===== config.mk =====
export PLATFORM = sky130hd
export DESIGN_NAME = i2c_master_bit_engine
export DESIGN_NICKNAME = d
export VERILOG_FILES = /design/src/rtl/i2cm_pkg.sv /design/src/rtl/i2cm_front.sv /design/src/rtl/i2cm_back.sv /design/src/rtl/i2c_master_bit_engine.sv
export SDC_FILE = /design/constraint.sdc
export NUM_CORES = 1
export LEC_CHECK = 0
export BUFFER_PORTS_ARGS = -buffer_cell sky130_fd_sc_hd__buf_2
export CORE_ASPECT_RATIO = 1.4
export CORE_UTILIZATION = 59
export DETAILED_ROUTE_END_ITERATION = 8
export MAX_ROUTING_LAYER = met4
export PLACE_DENSITY = 0.8
export SLEW_MARGIN = 15
export SYNTH_ARGS = -nofsm -noshare
export SYNTH_HDL_FRONTEND = slang
export SYNTH_SLANG_ARGS = --single-unit

===== constraint.sdc =====
create_clock -name clk -period 2.65 [get_ports clk]
set_input_delay 0.795 -clock clk [delete_from_list [all_inputs] [get_ports clk]]
set_output_delay 0.795 -clock clk [all_outputs]
set_load 0.01 [all_outputs]

===== src/rtl/i2cm_pkg.sv =====
package i2cm_pkg;

  localparam logic [2:0]  LastBit         = 3'd7;
  localparam logic [14:0] AckTimeoutReset = 15'd100;
  localparam int          QueueDepth      = 2;

  typedef enum logic [2:0] {
    MODE_START = 3'd0,
    MODE_STOP  = 3'd1,
    MODE_WRITE = 3'd2,
    MODE_WAIT  = 3'd3,
    MODE_READ  = 3'd4
  } mode_t;

  typedef enum logic [1:0] {
    ST_OK       = 2'd0,
    ST_TIMEOUT  = 2'd1,
    ST_UNSTABLE = 2'd2
  } status_t;

  typedef enum logic [3:0] {
    PH_IDLE    = 4'd0,
    PH_ST_LOW  = 4'd1,
    PH_ST_END  = 4'd2,
    PH_SP_END  = 4'd3,
    PH_WR_HI   = 4'd4,
    PH_WR_LO   = 4'd5,
    PH_WR_END  = 4'd6,
    PH_WA_POLL = 4'd7,
    PH_WA_HIGH = 4'd8,
    PH_RD_HI   = 4'd9,
    PH_RD_LO   = 4'd10,
    PH_RD_TAIL = 4'd11,
    PH_RD_ACK  = 4'd12,
    PH_RD_REL  = 4'd13,
    PH_FIN     = 4'd14
  } phase_t;

  typedef struct packed {
    logic       cmd_ok;
    mode_t      mode;
    logic [7:0] tx_byte;
    logic       send_ack;
    logic       sda_in;
  } item_t;

endpackage


===== src/rtl/i2cm_front.sv =====
module i2cm_front
  import i2cm_pkg::*;
#(
  parameter int Depth = QueueDepth
) (
  input  logic       clk,
  input  logic       rst,
  input  logic       in_valid,
  output logic       in_stall,
  input  logic       cmd_valid,
  input  logic [2:0] mode,
  input  logic [7:0] tx_byte,
  input  logic       send_ack,
  input  logic       sda_in,
  output logic       q_valid,
  output item_t      q_item,
  input  logic       q_pop
);

  localparam int AW = (Depth > 1) ? $clog2(Depth) : 1;
  localparam int CW = $clog2(Depth + 1);
  localparam logic [AW-1:0] LastSlot = AW'(Depth - 1);
  localparam logic [CW-1:0] FullCount = CW'(Depth);

  item_t         slots [Depth];
  item_t         item_in;
  logic [AW-1:0] wr_ptr;
  logic [AW-1:0] rd_ptr;
  logic [CW-1:0] count;
  logic          push;

  always_comb begin
    item_in.cmd_ok   = cmd_valid && (mode <= 3'(MODE_READ));
    item_in.mode     = mode_t'(mode);
    item_in.tx_byte  = tx_byte;
    item_in.send_ack = send_ack;
    item_in.sda_in   = sda_in;
  end

  assign in_stall = (count == FullCount);
  assign push     = in_valid && !in_stall;
  assign q_valid  = (count != '0);
  assign q_item   = slots[rd_ptr];

  always_ff @(posedge clk) begin
    if (push) begin
      slots[wr_ptr] <= item_in;
    end
  end

  always_ff @(posedge clk) begin
    if (rst) begin
      wr_ptr <= '0;
      rd_ptr <= '0;
      count  <= '0;
    end else begin
      if (push) begin
        wr_ptr <= (wr_ptr == LastSlot) ? '0 : wr_ptr + 1'b1;
      end
      if (q_pop) begin
        rd_ptr <= (rd_ptr == LastSlot) ? '0 : rd_ptr + 1'b1;
      end
      case ({push, q_pop})
        2'b10:   count <= count + 1'b1;
        2'b01:   count <= count - 1'b1;
        default: count <= count;
      endcase
    end
  end

endmodule


===== src/rtl/i2cm_back.sv =====
module i2cm_back
  import i2cm_pkg::*;
(
  input  logic        clk,
  input  logic        rst,
  input  logic        cfg_valid,
  input  logic [14:0] cfg_data,
  input  logic        q_valid,
  input  item_t       q_item,
  output logic        q_pop,
  output logic        out_valid,
  input  logic        out_stall,
  output logic        scl_level,
  output logic        sda_level,
  output logic        busy_res,
  output logic        done_res,
  output logic [7:0]  rx_byte,
  output logic [1:0]  ack_status
);

  logic [14:0] ack_timeout;
  phase_t      phase, phase_next;
  mode_t       active, active_next;
  logic [2:0]  bit_index, bit_index_next;
  logic [7:0]  shift_byte, shift_byte_next;
  logic [14:0] poll_count, poll_count_next;
  logic        scl, scl_next;
  logic        sda, sda_next;
  logic        ack_choice, ack_choice_next;
  status_t     status, status_next;
  logic [7:0]  rx_hold, rx_hold_next;
  logic        done, done_next;
  logic        out_valid_next;

  assign q_pop = q_valid && (!out_valid || !out_stall);

  always_comb begin
    phase_next      = phase;
    active_next     = active;
    bit_index_next  = bit_index;
    shift_byte_next = shift_byte;
    poll_count_next = poll_count;
    scl_next        = scl;
    sda_next        = sda;
    ack_choice_next = ack_choice;
    status_next     = status;
    rx_hold_next    = rx_hold;
    done_next       = done;
    out_valid_next  = out_valid && out_stall;
    if (q_pop) begin
      out_valid_next = 1'b1;
      done_next      = 1'b0;
      case (phase)
        PH_IDLE: begin
          if (q_item.cmd_ok) begin
            active_next    = q_item.mode;
            bit_index_next = LastBit;
            case (q_item.mode)
              MODE_START: begin
                scl_next   = 1'b1;
                sda_next   = 1'b1;
                phase_next = PH_ST_LOW;
              end
              MODE_STOP: begin
                scl_next   = 1'b1;
                sda_next   = 1'b0;
                phase_next = PH_SP_END;
              end
              MODE_WRITE: begin
                shift_byte_next = q_item.tx_byte;
                scl_next        = 1'b0;
                sda_next        = q_item.tx_byte[LastBit];
                phase_next      = PH_WR_HI;
              end
              MODE_WAIT: begin
                poll_count_next = ack_timeout;
                phase_next      = PH_WA_POLL;
              end
              MODE_READ: begin
                shift_byte_next = '0;
                ack_choice_next = q_item.send_ack;
                scl_next        = 1'b0;
                phase_next      = PH_RD_HI;
              end
              default: ;
            endcase
          end
        end
        PH_ST_LOW: begin
          sda_next   = 1'b0;
          phase_next = PH_ST_END;
        end
        PH_ST_END: begin
          scl_next   = 1'b0;
          done_next  = 1'b1;
          phase_next = PH_IDLE;
        end
        PH_SP_END: begin
          sda_next   = 1'b1;
          done_next  = 1'b1;
          phase_next = PH_IDLE;
        end
        PH_WR_HI: begin
          scl_next = 1'b1;
          if (bit_index == '0) begin
            phase_next = PH_WR_END;
          end else begin
            bit_index_next = bit_index - 1'b1;
            phase_next     = PH_WR_LO;
          end
        end
        PH_WR_LO: begin
          scl_next   = 1'b0;
          sda_next   = shift_byte[bit_index];
          phase_next = PH_WR_HI;
        end
        PH_WR_END: begin
          scl_next   = 1'b0;
          sda_next   = 1'b1;
          done_next  = 1'b1;
          phase_next = PH_IDLE;
        end
        PH_WA_POLL: begin
          if (q_item.sda_in && (poll_count != '0)) begin
            poll_count_next = poll_count - 1'b1;
          end else if (poll_count == '0) begin
            status_next = ST_TIMEOUT;
            done_next   = 1'b1;
            phase_next  = PH_IDLE;
          end else begin
            scl_next   = 1'b1;
            phase_next = PH_WA_HIGH;
          end
        end
        PH_WA_HIGH: begin
          if (q_item.sda_in) begin
            status_next = ST_UNSTABLE;
            done_next   = 1'b1;
            phase_next  = PH_IDLE;
          end else begin
            scl_next   = 1'b0;
            phase_next = PH_FIN;
          end
        end
        PH_RD_HI: begin
          scl_next = 1'b1;
          if (q_item.sda_in) begin
            shift_byte_next[bit_index] = 1'b1;
          end
          if (bit_index == '0) begin
            phase_next = PH_RD_TAIL;
          end else begin
            bit_index_next = bit_index - 1'b1;
            phase_next     = PH_RD_LO;
          end
        end
        PH_RD_LO: begin
          scl_next   = 1'b0;
          phase_next = PH_RD_HI;
        end
        PH_RD_TAIL: begin
          scl_next   = 1'b0;
          phase_next = PH_RD_ACK;
        end
        PH_RD_ACK: begin
          sda_next   = !ack_choice;
          scl_next   = 1'b1;
          phase_next = PH_RD_REL;
        end
        PH_RD_REL: begin
          scl_next   = 1'b0;
          sda_next   = 1'b1;
          phase_next = PH_FIN;
        end
        PH_FIN: begin
          if (active == MODE_WAIT) begin
            status_next = ST_OK;
          end else if (active == MODE_READ) begin
            rx_hold_next = shift_byte;
          end
          done_next  = 1'b1;
          phase_next = PH_IDLE;
        end
        default: begin
          phase_next = PH_IDLE;
        end
      endcase
    end
  end

  always_ff @(posedge clk) begin
    if (rst) begin
      ack_timeout <= AckTimeoutReset;
      phase       <= PH_IDLE;
      active      <= MODE_START;
      bit_index   <= LastBit;
      shift_byte  <= '0;
      poll_count  <= '0;
      scl         <= 1'b1;
      sda         <= 1'b1;
      ack_choice  <= 1'b0;
      status      <= ST_OK;
      rx_hold     <= '0;
      done        <= 1'b0;
      out_valid   <= 1'b0;
    end else begin
      if (cfg_valid) begin
        ack_timeout <= cfg_data;
      end
      phase      <= phase_next;
      active     <= active_next;
      bit_index  <= bit_index_next;
      shift_byte <= shift_byte_next;
      poll_count <= poll_count_next;
      scl        <= scl_next;
      sda        <= sda_next;
      ack_choice <= ack_choice_next;
      status     <= status_next;
      rx_hold    <= rx_hold_next;
      done       <= done_next;
      out_valid  <= out_valid_next;
    end
  end

  assign scl_level  = scl;
  assign sda_level  = sda;
  assign busy_res   = (phase != PH_IDLE);
  assign done_res   = done;
  assign rx_byte    = rx_hold;
  assign ack_status = status;

endmodule


===== src/rtl/i2c_master_bit_engine.sv =====
// Each tick is taken into a small queue and then into the output register whenever the output side is not stalled.
// The sustained rate is one tick per clock cycle while the output side is not stalled, set by the bus engine step.
// The input is stalled only when the queue is full because the output side is stalled.
// Reset is synchronous and active high; it empties the queue, idles the engine,
// releases both bus lines and restores the acknowledge timeout to 100.
module i2c_master_bit_engine
  import i2cm_pkg::*;
#(
  parameter int QDepth = QueueDepth
) (
  input  logic        clk,
  input  logic        rst,
  input  logic        in_valid,
  output logic        in_stall,
  input  logic        cmd_valid,
  input  logic [2:0]  mode,
  input  logic [7:0]  tx_byte,
  input  logic        send_ack,
  input  logic        sda_in,
  output logic        out_valid,
  input  logic        out_stall,
  output logic        scl_level,
  output logic        sda_level,
  output logic        busy_res,
  output logic        done_res,
  output logic [7:0]  rx_byte,
  output logic [1:0]  ack_status,
  input  logic        cfg_valid,
  output logic        cfg_ready,
  input  logic [14:0] cfg_data
);

  logic  q_valid;
  logic  q_pop;
  item_t q_item;

  assign cfg_ready = 1'b1;

  i2cm_front #(
    .Depth(QDepth)
  ) u_front (
    .clk      (clk),
    .rst      (rst),
    .in_valid (in_valid),
    .in_stall (in_stall),
    .cmd_valid(cmd_valid),
    .mode     (mode),
    .tx_byte  (tx_byte),
    .send_ack (send_ack),
    .sda_in   (sda_in),
    .q_valid  (q_valid),
    .q_item   (q_item),
    .q_pop    (q_pop)
  );

  i2cm_back u_back (
    .clk       (clk),
    .rst       (rst),
    .cfg_valid (cfg_valid && cfg_ready),
    .cfg_data  (cfg_data),
    .q_valid   (q_valid),
    .q_item    (q_item),
    .q_pop     (q_pop),
    .out_valid (out_valid),
    .out_stall (out_stall),
    .scl_level (scl_level),
    .sda_level (sda_level),
    .busy_res  (busy_res),
    .done_res  (done_res),
    .rx_byte   (rx_byte),
    .ack_status(ack_status)
  );

endmodule


# --- After elaboration in Yosys (flattened, before gate mapping) ---
# Memory sizes are Yosys's and may differ from the RTL's. A register that Yosys moved wholly into a read port is not among the register bits.
# Index checks and enable logic that the tools add are counted.
word_totals:
  register_bits: 67
  mem_bits_rw: 28
  output_inout_bits: 17
  n_memories: 1
mem_list:
  columns: ["memory", "depth", "width", "read_ports", "rd_clocked_by_memory_dff", "write_ports", "line", "source"]
  rows:
  - ["u_front.slots", 2, 14, 1, 1, 1, "i2cm_front.sv:25", "item_t slots [Depth];"]
op_classes:
  n_reduce_logical: 42
  bitwise_logic: 2
  mux: 49
  addsub: 6
  n_lt_le_gt_ge: 3
  eq_ne: 38
ops:
  columns: ["op", "count"]
  rows:
  - ["15-bit 2-to-1 mux", 3]
  - ["4-bit case mux with 11 select lines", 1]
  - ["8-bit case mux with 2 select lines", 2]
  - ["15-bit case mux with 2 select lines", 1]
  - ["4-bit == test (second input constant)", 7]
  - ["4-bit case mux with 5 select lines", 1]
  - ["4-bit AND reduction", 5]
  - ["1-bit 2-to-1 mux", 18]
  - ["4-bit by 3-bit == test with 1-bit output (second input constant)", 4]
  - ["4-bit 2-to-1 mux", 4]
  - ["8-bit 2-to-1 mux", 2]
  - ["15-bit logical NOT", 1]
  - ["15-bit nonzero test", 1]
  - ["15-bit by 1-bit subtractor with 15-bit output (second input constant)", 1]
  - ["2-bit != test (second input constant)", 6]
  - ["2-bit 2-to-1 mux", 5]
  - ["2-bit by 1-bit != test with 1-bit output (second input constant)", 5]
  - ["1-bit case mux with 5 select lines", 2]
  - ["5-bit AND reduction", 2]
  - ["2-bit nonzero test", 5]
  - ["5-bit nonzero test", 2]
  - ["3-bit by 2-bit == test with 1-bit output (second input constant)", 3]
  - ["4-bit by 2-bit == test with 1-bit output (second input constant)", 2]
  - ["8-bit OR", 1]
  - ["38 further kinds", 56]

# --- Longest topological paths before layout ---
# Gate-level depths: netlist of the first run.
depth:
  depth_word: 7
  mapped_depth: 9

# --- Cells and area by module ---
# A second synthesis of the first run with hierarchy kept.
unflattened:
  cells_unflattened: 508
  area_unflattened_um2: 4860.9
modules_own_cells:
  columns: ["mod", "seq_area_each_um2", "cells_each", "area_each_um2", "instances"]
  rows:
  - ["i2cm_back", 1261.2, 436, 3616.0, 1]
  - ["i2cm_front", 940.9, 70, 1233.7, 1]
  - ["i2c_master_bit_engine", 0.0, 2, 11.3, 1]

# --- Worst setup path after synthesis of the first run ---
# OpenSTA, ideal clock, no wires.
synth_path:
  kind: "input-to-reg"
  from: "input port out_stall"
  to: "register u_front.count[1]"
  t_arrival_ns: 2.145
  cell_stages: 5
  path_slack_ns: 0.434
  setup_time_ns: 0.071
  required_time_ns: 2.579
  cell_sequence: "o2bb2ai_1 clkinv_1 ha_1 or3_1 a21oi_1"
synth_between:
  elab_chain_cells: 5
  word_cells_on_any_way: 7
  classes_between: "2 x eq/ne; 1 x mux; 4 x reduce/logical"
synth_rtl:
  columns: ["item", "line", "source"]
  rows:
  - ["start: declaration", "i2c_master_bit_engine.sv:21", "input logic out_stall,"]
  - ["1-bit logical NOT (*)", "i2cm_back.sv:35", "assign q_pop = q_valid && (!out_valid || !out_stall);"]
  - ["1-bit logical OR (*)", "i2cm_back.sv:35", null]
  - ["1-bit logical AND (*)", "i2cm_back.sv:35", null]
  - ["net q_pop", "i2c_master_bit_engine.sv:34", "logic q_pop;"]
  - ["2-bit by 1-bit == test with 1-bit output / 2-bit == test (equally long branches)", "i2cm_front.sv:63", "case ({push, q_pop})"]
  - ["2-bit case mux with 2 select lines / 2-bit nonzero test (equally long branches)", null, null]
  - ["end signal: assignment", "i2cm_front.sv:64", "2'b10: count <= count + 1'b1;"]
  - ["end signal: assignment", "i2cm_front.sv:65", "2'b01: count <= count - 1'b1;"]
  - ["end signal: assignment", "i2cm_front.sv:66", "default: count <= count;"]
  - ["end: declaration", "i2cm_front.sv:29", "logic [CW-1:0] count;"]
# The timed path passes the listed nets; every way through them passes the cells marked *.
# A chain may end at the register's enable or synchronous reset.

# --- Worst setup path after layout of the first run ---
layout_path:
  from: "register u_back.phase[3]"
  to: "output port busy_res"
layout_between:
  elab_chain_cells: 1
layout_rtl:
  columns: ["item", "line", "source"]
  rows:
  - ["start: declaration", "i2cm_back.sv:22", "phase_t phase, phase_next;"]
  - ["start signal: assignment", "i2cm_back.sv:210", "phase <= phase_next;"]
  - ["4-bit nonzero test", "i2cm_back.sv:227", "assign busy_res = (phase != PH_IDLE);"]
  - ["end: declaration", "i2c_master_bit_engine.sv:24", "output logic busy_res,"]
# Every way passes these cells.

==> flow_metrics.env, run 1 <==
export IMPL_p_int_w=0.00294
export IMPL_drc=0
export IMPL_synth_edff_count=28
export IMPL_p_total_w=0.00474
export IMPL_dp_hpwl_mm=8.75
export IMPL_slew_violations=0
export IMPL_cp_buffers_inverters=2
export IMPL_core_area_sq_um=7890
export IMPL_antenna_found_initial=0
export IMPL_dr_pass1_iters=5
export IMPL_tritoncts="built"
export IMPL_yosys_area_top_type="dfxtp_1"
export IMPL_clockRootBuffer="clkbuf_8"
export IMPL_synth_area_leaders="dfxtp_1 28%, edfxtp_1 17%, mux2i_1 7.8%"
export IMPL_cts_htree_levels=3
export IMPL_ys_flop_type="dfxtp_1"
export IMPL_ir_drop_mv=0.541
export IMPL_dieArea_sq_um=8670
export IMPL_cts_buffers=9
export IMPL_reg2reg_depth=6
export IMPL_yosysSeqAreaShare_pct=45.0
export IMPL_hold_depth=2
export IMPL_grt_pass1_vias=4055
export IMPL_ys_async_sr_fraction_pct=0
export IMPL_num_vias=4162
export IMPL_layout_nets=610
export IMPL_fin_area_sq_um=5470
export IMPL_ys_types=76
export IMPL_pwr_density_cell_nw_per_um2=867
export IMPL_initial_core_util_pct=62.0
export IMPL_holdPathEnd="u_back.ack_timeout[5]"
export IMPL_slew_headroom_pct=54.4
export IMPL_cpMaxStageDelayCell="nor4_4"
export IMPL_post_cts_resized=0
export IMPL_hold_path_class="reg2reg"
export IMPL_r2r_end="u_back.sda_level"
export IMPL_dp_worst_setup_slack_ps=292
export IMPL_p_sw_w=0.00180
export IMPL_first_iter_violations=205
export IMPL_fp_row_count=38
export IMPL_hold_start="u_back.ack_timeout[5]"
export IMPL_switching_share_pct=38.1
export IMPL_worst_pin_slew_ps=683
export IMPL_drv_cap=0
export IMPL_final_layout_size_suffix_gt1_share_pct=18.4
export IMPL_finalCriticalPeriod_ps=2460
export IMPL_ctsHoldBuffers=0
export IMPL_netlist_instances=527
export IMPL_fmax_mhz=407
export IMPL_p_leak_nw=2.20
export IMPL_path_class="reg2out"
export IMPL_syn_nets=565
export IMPL_post_cts_buffers=0
export IMPL_grt_usage_pct=29.3
export IMPL_fin_crit_sh_pct=92.6
export IMPL_synth_seq_cells=96
export IMPL_ys_warn_count=0
export IMPL_grt_pass1_wl_mm=18.7
export IMPL_grt_max_degree=45
export IMPL_ios=51
export IMPL_crit_fanout=8
export IMPL_clock_sinks=96
export IMPL_reg2reg_slack_ps=320
export IMPL_synth_top_area_share_pct=27.8
export IMPL_avgSynthCellArea_sq_um=9.29
export IMPL_numPortBuffers=49
export IMPL_pwr_share_seq_pct=41.3
export IMPL_critPathCaptureType="primary output"
export IMPL_routedWlPerCell_microns=17.3
export IMPL_hold_violations=0
export IMPL_arrival_ps=1660
export IMPL_crit_path_max_incr_delay_ps=490
export IMPL_p_comb_share_pct=37.8
export IMPL_fin_util_pct=69.3
export IMPL_path_cells="nor4_4 > inv_2 > buf_2"
export IMPL_p_clk_share_pct=20.9
export IMPL_worst_slack_ps=195
export IMPL_routed_wl_mm=11.7
export IMPL_setup_tns_final_ps=0
export IMPL_status="completed"
export IMPL_overflow=0
export IMPL_synth_area_sq_um=4890
export IMPL_clkTransAtPathRegs_ps=90
export IMPL_placed_area_sq_um=5260
export IMPL_die_x_microns=79.0
export IMPL_cp_start_kind="flip-flop"
export IMPL_setup_viol=0
export IMPL_clkLatencyLatePin_ps=370
export IMPL_antenna_cells_inserted=0
export IMPL_ant_nets=0
export IMPL_cts_path_max_buffers=2
export IMPL_place_congestion=0.943
export IMPL_viasPerCell=6.15
export IMPL_syn_to_final_growth_pct=11.7
export IMPL_crit_required_ps=1860
export IMPL_die_h_microns=110
export IMPL_rsz0062_at_grt="false"
export IMPL_fin_skew_ps=11.1
export IMPL_path_delay_family="simple AND/OR/NAND/NOR gates"
worst min-delay path: cells and delay by family (launching register included):
kind             cells  cell delay (ps)
AND/OR/NAND/NOR      1               50
flip-flops           1              340
multiplexers         1               70
cell usage in the layout, fill, tap and decap left out, drive strengths merged, types with 11 or more instances in the layout:
cell,synthesis,routed
a21oi,46,46
mux2i,38,38
nor3,12,12
edfxtp,28,28
nand3,14,14
inv,12,14
clkbuf,20,11
dfxtp,68,68
nand2,33,33
buf,15,69
o21ai,23,23
nor2,61,61
power by group through the flow:
stage / clock network, W / registers (W) / logic (W)
final: 0.000992 / 0.00196 / 0.00179
after floorplan: 0 / 0.00188 / 0.00134
after global placement: 0 / 0.00198 / 0.00172
after detailed placement: 0 / 0.00198 / 0.00177
after global routing: 0.00108 / 0.00199 / 0.00196
after CTS: 0.00101 / 0.00195 / 0.00178
cells by family after synthesis:
| family | after synthesis | synth area share (%) |
|---|---|---|
| and+or+nand+nor | 186 | 20.0 |
| AOI/OAI and AO/OA | 143 | 19.5 |
| DFF | 96 | 45.0 |
| buffers and inverters | 48 | 4.35 |
| muxes | 42 | 8.69 |
| xor gates and xnor gates | 6 | 1.07 |
| adders and majority gates | 5 | 1.23 |
| other | 1 | 0.0766 |
state kept, by name, summed over array words and instances (netlist names), 3 cells and up, named ones only:
signal / count
u_back.poll_count: 15
u_back.phase: 4
u_front.slots: 28
u_back.rx_byte: 8
u_back.shift_byte: 8
u_back.ack_timeout: 15
u_back.bit_index: 3
u_back.active: 3
synth_stat cells (all sizes together) (3+ instances only):
cell type,n
mux2,4
nand3,14
a31oi,6
ha,4
a22oi,4
o21ai,23
a2bb2oi,7
xnor2,4
buf,15
o211ai,4
a21oi,46
a211oi,6
o31ai,10
nand3b,5
or3b,4
or4,3
or3,5
o32ai,3
nor3b,3
a21o,8
inv,12
o22ai,5
edfxtp,28
or2,8
nor3,12
nor2,61
nand4,5
nand2b,8
dfxtp,68
clkbuf,20
and2,6
nand2,33
nor4,4
mux2i,38
worst max-delay path by stage:
| stage | from | endpoint | slack, ps | cells after the start |
|---|---|---|---|---|
| after CTS | u_back.phase[3] | busy_res | 200 | 3 |
| after global routing | u_back.phase[3] | busy_res | 130 | 3 |
| after global placement | out_stall | u_back.phase[0] | 290 | 7 |
| final | u_back.phase[3] | busy_res | 190 | 3 |
| after floorplan | out_stall | u_front.count[1] | 430 | 5 |
| after detailed placement | out_stall | u_back.scl_level | 290 | 7 |
area by class of cell:
| cell class | count | area [sq um] |
|---|---|---|
| Fill cell | 652 | 2420 |
| Inverter | 13 | 48.8 |
| Timing Repair Buffer | 69 | 408 |
| Tap cell | 100 | 125 |
| Clock buffer | 11 | 141 |
| Clock inverter | 5 | 63.8 |
| Sequential cell | 96 | 2200 |
| Multi-Input combinational cell | 383 | 2480 |
through the flow:
stage / hold WS [ps] / cells
6_report: 485 / 677
5_1_grt: 520 / 677
4_1_cts: 488 / 677
3_5_place_dp: 466 / 661
3_3_place_gp: 464 / 661
2_1_floorplan: 441 / 527
per-layer routing:
metal	global-route usage (%)	vias up	share of wire, %
li1	-	2036	-
met1	30.3	1953	39
met2	51.9	126	52
met3	4.65	47	3.9
met4	18.1	0	4.4
met5	-	-	0
Power figures use the tool's default switching activity.
==> run 2, diff against run 1 <==
==> constraint.sdc (replaced) <==
create_clock -name clk -period 2.65 [get_ports clk]
set_input_delay 0.265 -clock clk [delete_from_list [all_inputs] [get_ports clk]]
set_output_delay 0.265 -clock clk [all_outputs]
set_load 0.01 [all_outputs]
==> flow_metrics.env, run 2 (synthesis results as in run 1) <==
export IMPL_routed_wl_mm=11.9
export IMPL_die_x_microns=79.0
export IMPL_clockRootBuffer="clkbuf_8"
export IMPL_setup_tns_final_ps=0
export IMPL_fin_crit_sh_pct=90.8
export IMPL_clkLatencyLatePin_ps=380
export IMPL_reg2reg_slack_ps=250
export IMPL_reg2reg_depth=5
export IMPL_p_leak_nw=2.17
export IMPL_cp_start_kind="flip-flop"
export IMPL_reg_top3="u_front.slots x28, u_back.ack_timeout x15, u_back.poll_count x15"
export IMPL_overflow=0
export IMPL_rsz0062_at_grt="false"
export IMPL_largest_reg_flops=28
export IMPL_hold_ws_ps=72.3
export IMPL_post_cts_resized=0
export IMPL_crit_fanout=8
export IMPL_slew_violations=0
export IMPL_hold_path_class="in2reg"
export IMPL_cts_buffers=9
export IMPL_core_area_sq_um=7890
export IMPL_fin_util_pct=68.8
export IMPL_antenna_cells_inserted=0
export IMPL_tritoncts="built"
export IMPL_antenna_found_initial=0
export IMPL_fin_skew_ps=13.5
export IMPL_clkTransAtPathRegs_ps=100
export IMPL_hold_violations=0
export IMPL_slew_headroom_pct=49.6
export IMPL_place_congestion=0.971
export IMPL_die_h_microns=110
export IMPL_ctsHoldBuffers=0
export IMPL_cts_path_max_buffers=2
export IMPL_path_class="reg2reg"
export IMPL_setup_viol=0
export IMPL_worst_pin_slew_ps=755
export IMPL_r2r_start="u_front.count[0]"
export IMPL_ir_drop_mv=0.513
export IMPL_viasPerCell=6.23
export IMPL_arrival_ps=2720
export IMPL_dr_pass1_iters=4
export IMPL_syn_to_final_growth_pct=11.0
export IMPL_grt_pass1_wl_mm=19.1
export IMPL_clock_sinks=96
export IMPL_mostFrequentLayoutCells="68 x dfxtp_1, 61 x nor2_1, 49 x buf_2, 46 x a21oi_1, 38 x mux2i_1"
export IMPL_status="completed"
export IMPL_final_layout_size_suffix_gt1_share_pct=17.7
export IMPL_cpMaxStageDelayCell="o2bb2ai_1"
export IMPL_first_iter_violations=244
export IMPL_grt_pass1_vias=3964
export IMPL_holdPathEnd="u_front.slots[0][7]"
export IMPL_drc=0
export IMPL_finalCriticalPeriod_ps=2400
export IMPL_regMostFlops="u_front.slots"
export IMPL_num_vias=4188
export IMPL_pwr_density_cell_nw_per_um2=881
export IMPL_placed_area_sq_um=5210
export IMPL_dieArea_sq_um=8670
export IMPL_initial_core_util_pct=62.0
export IMPL_hold_start="tx_byte[5]"
export IMPL_ant_nets=0
export IMPL_dp_hpwl_mm=8.61
export IMPL_ios=51
export IMPL_fin_area_sq_um=5430
export IMPL_hold_depth=1
export IMPL_drv_cap=0
export IMPL_layout_nets=605
export IMPL_cts_htree_levels=3
export IMPL_path_cells="o2bb2ai_1 > clkinv_1 > ha_1 > or3_1 > a21oi_1"
export IMPL_r2r_end="u_front.count[1]"
export IMPL_grt_usage_pct=29.9
export IMPL_numPortBuffers=49
export IMPL_final_common_cell="dfxtp_1"
export IMPL_critPathCaptureType="flip-flop"
export IMPL_crit_path_max_incr_delay_ps=540
export IMPL_fp_row_count=38
export IMPL_grt_max_degree=45
export IMPL_routedWlPerCell_microns=17.7
export IMPL_fmax_mhz=416
export IMPL_crit_required_ps=2970
export IMPL_fill_cells=648
export IMPL_post_cts_buffers=0
run 2: changes by cell type in the layout (fill, tap and decap cells not counted):
cell        before  now
clkinvlp_4       0    1
inv_8            1    0
clkinv_4         1    0
clkinv_2         1    0
buf_4           19   15
clkbuf_16        0    1
inv_6            1    2
buf_12           1    0
run 2: final cells by class:
type	instances	area, sq um	share of cell area (%)
clock inverter	4	55.1	1.01
sequential	96	2200	40.5
clock buffer	12	166	3.06
inverter	13	48.8	0.898
multi-input combinational	383	2480	45.6
tap	100	125	2.30
timing repair buffer	64	358	6.59
run 2: worst max-delay path by stage:
stage,depth (start not counted),startpoint,endpoint,slack (ps)
after floorplan,8,u_back.poll_count[0],u_back.poll_count[9],670
after global placement,5,u_front.count[0],u_front.count[1],280
after detailed placement,5,u_front.count[0],u_front.count[1],250
after CTS,5,u_front.count[0],u_front.count[1],220
after global routing,5,u_front.count[0],u_front.count[1],120
final,5,u_front.count[0],u_front.count[1],250
run 2: worst max-delay path, delay by kind of cell (launching register included):
family | cells | cell delay [ps]
compound gates | 2 | 680
flops | 1 | 380
buf+inv | 1 | 480
fa+ha+maj | 1 | 460
simple gates | 1 | 350
run 2: stage by stage:
| stage | total power [W] | std cells | setup WS, ps |
|---|---|---|---|
| final | 0.00479 | 672 | 245 |
| after global routing | 0.00505 | 672 | 120 |
| after CTS | 0.00477 | 672 | 221 |
| after detailed placement | 0.00372 | 656 | 247 |
| after global placement | 0.00367 | 656 | 285 |
| after floorplan | 0.00322 | 527 | 673 |
run 2: per-layer routing:
layer | vias up | GRT usage, % | wire [microns]
met5 | - | - | 0
met4 | 0 | 17.1 | 457
met3 | 29 | 4.90 | 489
met2 | 130 | 51.6 | 6250
met1 | 2009 | 32.3 | 4730
li1 | 2020 | - | -
run 2: power breakdown:
group	switching, W	internal, W
sequential	0.000251	0.00172
combinational	0.00105	0.000715
clock	0.000520	0.000526
==> run 3, diff against run 2 <==
--- a/config.mk
+++ b/config.mk
@@ -11,6 +11,7 @@
 export DETAILED_ROUTE_END_ITERATION = 8
 export MAX_ROUTING_LAYER = met4
 export PLACE_DENSITY = 0.8
+export RECOVER_POWER = 100
 export SLEW_MARGIN = 15
 export SYNTH_ARGS = -nofsm -noshare
 export SYNTH_HDL_FRONTEND = slang
==> flow_metrics.env, run 3 (synthesis results as in run 1) <==
export IMPL_post_cts_buffers=0
export IMPL_hold_start="tx_byte[4]"
export IMPL_tritoncts="built"
export IMPL_antenna_cells_inserted=0
export IMPL_cts_htree_levels=3
export IMPL_dieArea_sq_um=8670
export IMPL_clock_sinks=96
export IMPL_path_cells="o2bb2ai_1 > clkinv_1 > ha_1 > or3_1 > a21oi_1"
export IMPL_fill_cells=665
export IMPL_cp_startpoint="u_front.count[0]"
export IMPL_routed_wl_mm=12.0
export IMPL_initial_core_util_pct=62.0
export IMPL_fin_area_sq_um=5390
export IMPL_post_cts_resized=0
export IMPL_crit_required_ps=2940
export IMPL_place_congestion=0.971
export IMPL_rsz0062_at_grt="false"
export IMPL_fp_row_count=38
export IMPL_fin_util_pct=68.3
export IMPL_antenna_found_initial=0
export IMPL_drc=0
export IMPL_die_h_microns=110
export IMPL_cp_start_kind="flip-flop"
export IMPL_fmax_mhz=416
export IMPL_final_common_cell="dfxtp_1"
export IMPL_hold_violations=0
export IMPL_regMostFlops="u_front.slots"
export IMPL_core_area_sq_um=7890
export IMPL_crit_fanout=8
export IMPL_path_class="reg2reg"
export IMPL_ios=51
export IMPL_placed_area_sq_um=5210
export IMPL_routedWlPerCell_microns=17.8
export IMPL_worst_pin_slew_ps=2030
export IMPL_grt_pass1_wl_mm=19.1
export IMPL_clockRootBuffer="clkbuf_8"
export IMPL_clkLatencyLatePin_ps=380
export IMPL_multi_input_area_sq_um=2470
export IMPL_first_iter_violations=252
export IMPL_setup_viol=0
export IMPL_dr_pass1_iters=5
export IMPL_num_vias=4166
export IMPL_cts_path_max_buffers=2
export IMPL_finalCriticalPeriod_ps=2400
export IMPL_r2r_start="u_front.count[0]"
export IMPL_p_total_w=0.00477
export IMPL_grt_pass1_vias=3964
export IMPL_critPathCaptureType="flip-flop"
export IMPL_fin_skew_ps=12.1
export IMPL_ir_drop_mv=0.513
export IMPL_slew_headroom_pct=-35.0
export IMPL_grt_usage_pct=29.9
export IMPL_layout_nets=605
export IMPL_dp_hpwl_mm=8.61
export IMPL_final_layout_size_suffix_gt1_share_pct=12.9
export IMPL_cpMaxStageDelayCell="o2bb2ai_1"
export IMPL_cp_buffers_inverters=1
export IMPL_arrival_ps=2690
export IMPL_numPortBuffers=49
export IMPL_clkTransAtPathRegs_ps=90
export IMPL_slew_violations=45
export IMPL_ff_latch_area_sq_um=2200
export IMPL_largest_reg_flops=28
export IMPL_hold_path_class="in2reg"
export IMPL_fin_crit_sh_pct=90.7
export IMPL_p_leak_nw=2.08
export IMPL_grt_max_degree=45
export IMPL_cts_buffers=9
export IMPL_ant_nets=0
export IMPL_status="complete, but fails checks"
export IMPL_reg_top3="u_front.slots x28, u_back.ack_timeout x15, u_back.poll_count x15"
export IMPL_violations="max-capacitance violations, max-slew violations"
export IMPL_crit_path_max_incr_delay_ps=520
export IMPL_mostFrequentLayoutCells="68 x dfxtp_1, 61 x nor2_1, 46 x a21oi_1, 38 x mux2i_1, 33 x nand2_1"
export IMPL_ctsHoldBuffers=0
export IMPL_path_delay_family="compound AO/OA/AOI/OAI gates"
export IMPL_drv_cap=1
export IMPL_hold_ws_ps=72.7
export IMPL_viasPerCell=6.20
export IMPL_syn_to_final_growth_pct=10.1
export IMPL_setup_tns_final_ps=0
export IMPL_overflow=0
export IMPL_pwr_density_cell_nw_per_um2=885
export IMPL_die_x_microns=79.0
run 3: cell types whose count changed in the layout (fill, tap and decap cells not counted), sizes merged:
cell / delta
buf: -26
clkbuf: +26
run 3: area by class of cell:
| class | instances | area share, % |
|---|---|---|
| multi-input cells | 383 | 45.9 |
| clock inverters | 4 | 1.02 |
| flip-flops and latches | 96 | 40.9 |
| clock buffers | 12 | 3.09 |
| inverters | 13 | 0.906 |
| repair buffers | 64 | 5.92 |
| well taps | 100 | 2.32 |
run 3: stage by stage:
stage,worst slack (ps),instances
after floorplan,673,527
final,247,672
after detailed placement,247,656
after global placement,285,656
after global routing,80.5,672
after CTS,221,672
run 3: routing by layer:
metal	global-route usage (%)	part of all wire, %	vias up
li1	-	-	2021
met5	-	0	-
met4	17.1	3.9	0
met1	32.3	40	1978
met3	4.90	4.0	30
met2	51.6	52	137
run 3: worst register-to-register path, delay by kind of cell (launching register included):
| family | cells | cell delay, ps |
|---|---|---|
| and+or+nand+nor | 1 | 350 |
| AOI/OAI and AO/OA | 2 | 660 |
| adders and majority gates | 1 | 460 |
| DFF | 1 | 370 |
| buffers and inverters | 1 | 470 |
run 3: report_power, final:
group | internal, W | switching, W | total (W)
Sequential | 0.00173 | 0.000248 | 0.00197
Combinational | 0.000700 | 0.00105 | 0.00174
Clock | 0.000526 | 0.000522 | 0.00105
Total | 0.00295 | 0.00181 | 0.00477
run 3: path summary, 6_finish.rpt:
path	end	slack, ps	depth (start not counted)
setup reg to reg	u_front.count[1]	250	5
setup / recovery	u_front.count[1]	250	5
hold reg to reg	u_back.poll_count[13]	480	2
hold / removal	u_front.slots[0][6]	70	1
